==> config.mk <==
export PLATFORM = sky130hd
export DESIGN_NAME = rv32_ctrl
export DESIGN_NICKNAME = d
export VERILOG_FILES = /design/src/design/rv32i_instruction_executor_assert.svh /design/src/design/rv32_pkg.sv /design/src/design/rv32_ctrl.sv
export SDC_FILE = /design/constraint.sdc
export NUM_CORES = 1
export LEC_CHECK = 0
export ABC_AREA = 1
export BUFFER_PORTS_ARGS = -buffer_cell sky130_fd_sc_hd__buf_2
export CAP_MARGIN = 0
export CORE_MARGIN = 2
export CORE_UTILIZATION = 51
export CTS_BUF_LIST = sky130_fd_sc_hd__clkbuf_4 sky130_fd_sc_hd__clkbuf_8
export DETAILED_ROUTE_END_ITERATION = 8
export PLACE_DENSITY_LB_ADDON = 0.1
export SLEW_MARGIN = 20
export SYNTH_ARGS = -nofsm -noshare
export SYNTH_HDL_FRONTEND = slang
export SYNTH_SLANG_ARGS = --single-unit
==> constraint.sdc <==
create_clock -name clk -period 1.7 [get_ports clk]
set_input_delay 0.34 -clock clk [delete_from_list [all_inputs] [get_ports clk]]
set_output_delay 0.34 -clock clk [all_outputs]
set_load 0.01 [all_outputs]
==> src/design/rv32i_instruction_executor_assert.svh <==
// assertion macros for the rv32i instruction executor
`ifndef RV32I_INSTRUCTION_EXECUTOR_ASSERT_SVH
`define RV32I_INSTRUCTION_EXECUTOR_ASSERT_SVH

// implication checked on every clock edge outside reset
`define RV_ASSERT(lbl, prop, msg) \
	lbl: assert property (@(posedge clk) disable iff (!arst_n) prop) else $error(msg);

// condition that must never hold outside reset
`define RV_ASSERT_NEVER(lbl, expr, msg) \
	lbl: assert property (@(posedge clk) disable iff (!arst_n) !(expr)) else $error(msg);

`endif

==> src/design/rv32_pkg.sv <==
// shared constants and control types of the rv32i executor
package rv32_pkg;

	localparam int MEM_BYTES_DEF = 131072;
	localparam logic [31:0] HALT_WORD = 32'h0ff00513;

	localparam logic [6:0] OPC_LUI    = 7'b0110111;
	localparam logic [6:0] OPC_AUIPC  = 7'b0010111;
	localparam logic [6:0] OPC_JAL    = 7'b1101111;
	localparam logic [6:0] OPC_JALR   = 7'b1100111;
	localparam logic [6:0] OPC_BRANCH = 7'b1100011;
	localparam logic [6:0] OPC_LOAD   = 7'b0000011;
	localparam logic [6:0] OPC_STORE  = 7'b0100011;
	localparam logic [6:0] OPC_OPIMM  = 7'b0010011;
	localparam logic [6:0] OPC_OP     = 7'b0110011;

	localparam logic CMD_WRITE = 1'b0;
	localparam logic CMD_EXEC  = 1'b1;

	typedef struct packed {
		logic       clr;
		logic       latch_in;
		logic       mem_rd;
		logic       mem_wr;
		logic       wsel_store;
		logic       asel_maddr;
		logic [1:0] idx;
		logic       cap_ins;
		logic       cap_ld;
		logic [1:0] cap_idx;
		logic       rf_rd;
		logic       exec;
		logic       commit;
	} rv_cmd_t;

	typedef struct packed {
		logic       halted;
		logic       is_load;
		logic       is_store;
		logic [1:0] last_idx;
		logic       clr_last;
	} rv_stat_t;

endpackage

==> src/design/rv32_ctrl.sv <==
// controller state machine of the rv32i executor
module rv32_ctrl import rv32_pkg::*; (
	input  logic     clk,
	input  logic     arst_n,
	input  logic     in_valid,
	input  logic     cmd,
	input  logic     out_ready,
	input  rv_stat_t stat,
	output logic     in_ready,
	output logic     out_valid,
	output rv_cmd_t  ctl
);

	localparam logic [3:0] ST_CLEAR = 4'd0;
	localparam logic [3:0] ST_IDLE  = 4'd1;
	localparam logic [3:0] ST_WRB   = 4'd2;
	localparam logic [3:0] ST_FETCH = 4'd3;
	localparam logic [3:0] ST_REGRD = 4'd4;
	localparam logic [3:0] ST_EXEC  = 4'd5;
	localparam logic [3:0] ST_LOAD  = 4'd6;
	localparam logic [3:0] ST_STORE = 4'd7;
	localparam logic [3:0] ST_FIN   = 4'd8;

	logic [3:0] state_q, state_nx;
	logic [2:0] cnt_q, cnt_nx;
	logic       out_valid_q;
	logic [2:0] cnt_m1;
	logic [2:0] last_p1;

	assign cnt_m1  = cnt_q - 3'd1;
	assign last_p1 = {1'b0, stat.last_idx} + 3'd1;
	assign in_ready  = (state_q == ST_IDLE);
	assign out_valid = out_valid_q;

	always_comb begin
		ctl      = '0;
		state_nx = state_q;
		cnt_nx   = cnt_q;
		case (state_q)
			ST_CLEAR: begin
				ctl.clr = 1'b1;
				if (stat.clr_last) state_nx = ST_IDLE;
			end
			ST_IDLE: begin
				if (in_valid) begin
					ctl.latch_in = 1'b1;
					cnt_nx = 3'd0;
					if (cmd == CMD_WRITE) state_nx = ST_WRB;
					else if (stat.halted) state_nx = ST_FIN;
					else state_nx = ST_FETCH;
				end
			end
			ST_WRB: begin
				ctl.mem_wr = 1'b1;
				state_nx = ST_FIN;
			end
			ST_FETCH: begin
				ctl.mem_rd  = (cnt_q != 3'd4);
				ctl.idx     = cnt_q[1:0];
				ctl.cap_ins = (cnt_q != 3'd0);
				ctl.cap_idx = cnt_m1[1:0];
				cnt_nx = cnt_q + 3'd1;
				if (cnt_q == 3'd4) begin
					cnt_nx = 3'd0;
					state_nx = ST_REGRD;
				end
			end
			ST_REGRD: begin
				ctl.rf_rd = 1'b1;
				state_nx = ST_EXEC;
			end
			ST_EXEC: begin
				ctl.exec = 1'b1;
				cnt_nx = 3'd0;
				if (stat.is_load) state_nx = ST_LOAD;
				else if (stat.is_store) state_nx = ST_STORE;
				else state_nx = ST_FIN;
			end
			ST_LOAD: begin
				ctl.mem_rd     = (cnt_q != last_p1);
				ctl.asel_maddr = 1'b1;
				ctl.idx        = cnt_q[1:0];
				ctl.cap_ld     = (cnt_q != 3'd0);
				ctl.cap_idx    = cnt_m1[1:0];
				cnt_nx = cnt_q + 3'd1;
				if (cnt_q == last_p1) state_nx = ST_FIN;
			end
			ST_STORE: begin
				ctl.mem_wr     = 1'b1;
				ctl.wsel_store = 1'b1;
				ctl.asel_maddr = 1'b1;
				ctl.idx        = cnt_q[1:0];
				cnt_nx = cnt_q + 3'd1;
				if (cnt_q[1:0] == stat.last_idx) state_nx = ST_FIN;
			end
			ST_FIN: begin
				if (!out_valid_q || out_ready) begin
					ctl.commit = 1'b1;
					state_nx = ST_IDLE;
				end
			end
			default: state_nx = ST_IDLE;
		endcase
	end

	always_ff @(posedge clk or negedge arst_n) begin
		if (!arst_n) begin
			state_q     <= ST_CLEAR;
			cnt_q       <= 3'd0;
			out_valid_q <= 1'b0;
		end else begin
			state_q <= state_nx;
			cnt_q   <= cnt_nx;
			if (ctl.commit) out_valid_q <= 1'b1;
			else if (out_ready) out_valid_q <= 1'b0;
		end
	end

endmodule

== Yosys cells after proc, flatten, opt, wreduce, memory -nomap -nowiden ==
Index checks and enable logic that the tools add are counted.

* Bits in registers: 8
* Bits of input ports: 11
* Output and inout port bits: 17

* Add/subtract/negate cells: 3
* Equality and inequality tests: 19
* Muxes and demuxes: 31
* Reductions and logical operators: 12

{| class="wikitable"
|+ Operator list
! kind !! number
|-
| 2-to-1 mux 4 bit || 10
|-
| case mux 4 bit (9 select lines) || 1
|-
| equality test 4 x 3 -> 1 bit, second input constant || 4
|-
| 2-to-1 mux 1 bit || 14
|-
| inequality test 2 bit, second input constant || 6
|-
| case mux 3 bit (4 select lines) || 1
|-
| equality test 4 x 2 -> 1 bit, second input constant || 2
|-
| 2-to-1 mux 3 bit || 2
|-
| AND reduction 6 bit || 1
|-
| OR reduction 2 bit || 3
|-
| equality test 4 x 1 -> 1 bit, second input constant || 1
|-
| equality test 4 bit, second input constant || 1
|-
| zero test 4 bit || 1
|-
| 2-to-1 mux 2 bit || 2
|-
| nonzero test 4 bit || 1
|-
| adder 2 x 1 -> 3 bit, second input constant || 1
|-
| adder 3 x 1 -> 3 bit, second input constant || 1
|-
| equality test 3 bit || 1
|-
| equality test 3 bit, second input constant || 1
|-
| inequality test 3 bit || 1
|-
| inequality test 3 bit, second input constant || 1
|-
| nonzero test 3 bit || 1
|-
| OR reduction 3 bit || 1
|-
| equality test 2 bit || 1
|-
| other kinds (6) || 6
|}

== Logic depth before layout (Yosys ltp) ==
* Depth in word-level cells: 5
* Mapped depth: 9
* Mapped depth without buffers: 9

== Least setup slack after synthesis ==
OpenSTA, ideal clock, no wires.

* Path type: flip-flop to output port
* Start point: register state_q[3]
* End point: output port ctl[12] in the netlist's numbering
* Data arrival time: 1.249 ns
* Data required time: 1.360 ns
* Path slack: 0.111 ns
* Cell stages (with the launch flop): 5
* Path buffers: 0
* Cells stage by stage: dfrtp_1 > nor2_2 > nand2_2 > and2_1 > a31oi_1

{| class="wikitable"
|+ RTL lines
! element !! line !! source
|-
| from (decl) || rv32_ctrl.sv:24 || <nowiki>logic [3:0] state_q, state_nx;</nowiki>
|-
| from (signal assigned) || rv32_ctrl.sv:112 || <nowiki>state_q <= state_nx;</nowiki>
|-
| to (decl) || rv32_ctrl.sv:11 || <nowiki>output rv_cmd_t ctl</nowiki>
|}

==> run_results.csv <==
group,metric,value,unit
run_status,status,"finished, violations left",
run_status,violations,"setup timing",
setup_path,r2r_start,"cnt_q[1]",
timing,worst_pin_slew,206.1,ps
timing,fin_hold_ws,311.7,ps
power,leakage,0.0007357,uW
finish,layout-drive-gt1-share,45.00,%
yosys,synth.avg_cell_area,6.173,sq um
global_routing,grtUsageTotal,25.94,%
timing,fin_ws,-76.42,ps
die,die_x,44.58,um
power,max-vdd-ir-drop,775.4,uV
setup_path,endpoint_kind,"output pin",
routing,first_pass_iters,4,
finish,final_cell_mix,"nand2_1 (32), buf_2 (27), inv_1 (20)",
routing,viasPerCell,5.337,
setup_path,max_stage_delay,460,ps
setup_path,r2r-end,"state_q[2]",
die,start_util,55.09,%
clock_tree,clk_path_buf_depth,2,
hold_path,hp-start,"out_ready",
yosys,yosys_warnings,0,
finish,antennaDiodeCount,0,
global_routing,grt_max_degree,9,
clock_tree,cts_max_level,1,
setup_path,cpMaxStageDelayCell,"dfrtp_2",
placement,portBuffers,27,
clock_tree,cts_root_buffer,"clkbuf_4",
placement,hpwl,1910,um
setup_path,critPathBufInv,1,
hold_path,worstHoldEndpoint,"out_valid",
timing,finClkSkew,3.714,ps
finish,final_nets,196,
routing,drt-initial-drc-count,55,
die,die_y,44.58,um
timing,period_share,104.5,%
timing,hold_viol,0,
routing,vias,1046,
timing,finalSetupViolCount,5,
job,maxCapViolations,0,
placement,place_congestion,0.8488,
clock_tree,clkTransAtPathRegs,50,ps
timing,period_minus_slack,1776,ps
setup_path,crit_chain,"nor2_4, nand2_4, o21bai_4, a31oi_1, buf_2",
routing,met1_length,1059,um
yosys,yosys_register_bits,8,
setup_path,crit_path_max_fanout,5,
yosys,synth.distinct_cells,26,
clock_tree,clock_latency,240,ps
hold_path,hp-class,"in2reg",
yosys,synth_nets,150,
power,p_per_area,1564,nW/um^2
routing,antenna_left,0,
timing,timing.fmax,562.9,MHz
global_routing,grt_first_pass_wirelength,3801,um
routing,top_layer,"met4",
die,dieArea,1987,sq um
clock_tree,cts_buffers,3,
finish,final_common_cell,"nand2_1",
setup_path,path_delay_family,"flip-flops",
timing,slew_violations,0,
global_routing,antenna_found_initial,0,
finish,synthToLayoutAreaGrowth,44.86,%
global_routing,grt_pass1_vias,916,
yosys,syn_inst,136,
placement,pre_cts_slack,-17.95,ps
timing,timing.slew.headroom,86.14,%
setup_path,reg2regPathDepth,9,
hold_path,whs_path_depth,2,
routing,wl,2584,um
global_routing,overflow,0,
clock_tree,cts_tree,"done",
die,row_count,14,
timing,rsz0062_at_grt,"true",
setup_path,startpoint_type,"register",
routing,routedWlPerCell,13.18,um
routing,drcViolationCount,0,
die,core_area,1524,sq um
die,design.portCount,28,
routing,wl_met2,1294,um
setup_path,ff2ff_setup_slack,70,ps
setup_path,crit_type,"reg2out",
routing,wl_met3,129,um
clock_tree,cts_sinks,8,
setup_path,crit_required,1360,ps
setup_path,crit_arrival,1440,ps
yosys,synth_area,839.6,sq um
yosys,yosysSeqAreaShare,23.85,%
## synthesized netlist by cell type
cell type | count | area share (%)
inv_1 | 21 | 9.4
nor4_1 | 1 | 0.75
a31oi_1 | 1 | 0.75
ha_1 | 3 | 4.5
xnor2_1 | 1 | 1.0
nand2_2 | 4 | 3.0
nor3_1 | 1 | 0.60
nand3b_1 | 1 | 0.89
nand3_2 | 3 | 3.6
nand2_1 | 35 | 16
buf_4 | 1 | 0.89
and2_1 | 1 | 0.75
a21oi_1 | 5 | 3.0
inv_2 | 5 | 2.2
o21ai_0 | 4 | 2.4
nor2_2 | 2 | 1.5
nor2_1 | 17 | 7.6
dfrtp_1 | 8 | 24
nor2_4 | 2 | 2.7
o21ai_1 | 2 | 1.2
o22ai_1 | 1 | 0.75
nand4_1 | 4 | 3.0
a21oi_2 | 1 | 1.0
nand3_1 | 10 | 6.0
o31ai_1 | 1 | 0.89
o21bai_4 | 1 | 2.2
## per-stage QoR
step / util, % / cell area, sq um / setup TNS (ps) / total power, uW / cells
after floorplan: - / 839.6 / 0 / 1094 / 136
after global placement: 68.23 / 1040 / 0 / 1434 / 185
after detailed placement: 68.23 / 1040 / -17.95 / 1464 / 185
after CTS: 72.17 / 1100 / -93.81 / 1670 / 191
after global routing: 79.80 / 1216 / -676.2 / 2058 / 196
final: 79.80 / 1216 / -125.8 / 1902 / 196
## routing by layer
metal,vias up,GRT usage (%)
met5,-,0
met4,0,12.73
met3,10,0.4082
met2,45,45.51
met1,473,32.35
li1,518,-
## logic make-up (layout without fill, tap and decap cells)
logic type | Yosys count | count (layout) | synth area share [%]
flops | 8 | 8 | 23.84
simple gates | 81 | 81 | 45.90
buf+inv | 27 | 71 | 12.52
xor+xnor | 1 | 1 | 1.043
compound gates | 16 | 16 | 12.22
fa+ha+maj | 3 | 3 | 4.471
## registers in the layout (all words and copies together), names as in the netlist
register and cells:
out_valid 1, state_q 4, cnt_q 3
## where the power goes
group	switching (uW)	internal [uW]	total, uW
Sequential	122	273	395
Combinational	821	549	1370
Clock	56.4	80.2	137
## final cells by class
cell class	count	area (sq um)
fill	112	307.8
inverter	26	97.59
timing repair buffer	42	254.0
sequential	8	206.4
tap	16	20.02
clock buffer	3	22.52
multi-input combinational	101	615.6
## worst max path at each step
stage               start      end  cells past startpoint
3_3_place_gp      stat[1]  ctl[12]                      7
2_1_floorplan  state_q[3]  ctl[12]                      4
5_1_grt        state_q[1]  ctl[12]                      6
3_5_place_dp      stat[1]  ctl[12]                      8
4_1_cts        state_q[2]  ctl[12]                      6
6_report       state_q[3]  ctl[12]                      5
## timing repair
item	4_1_cts	5_1_grt
hold buffers	1	0
endpoints found under the hold margin	8	0
endpoints found under the setup margin	11	14
setup buffers	2	5
resized for setup	6	23
pin swaps	1	5
Note: power is estimated with default switching activity, not from simulation.
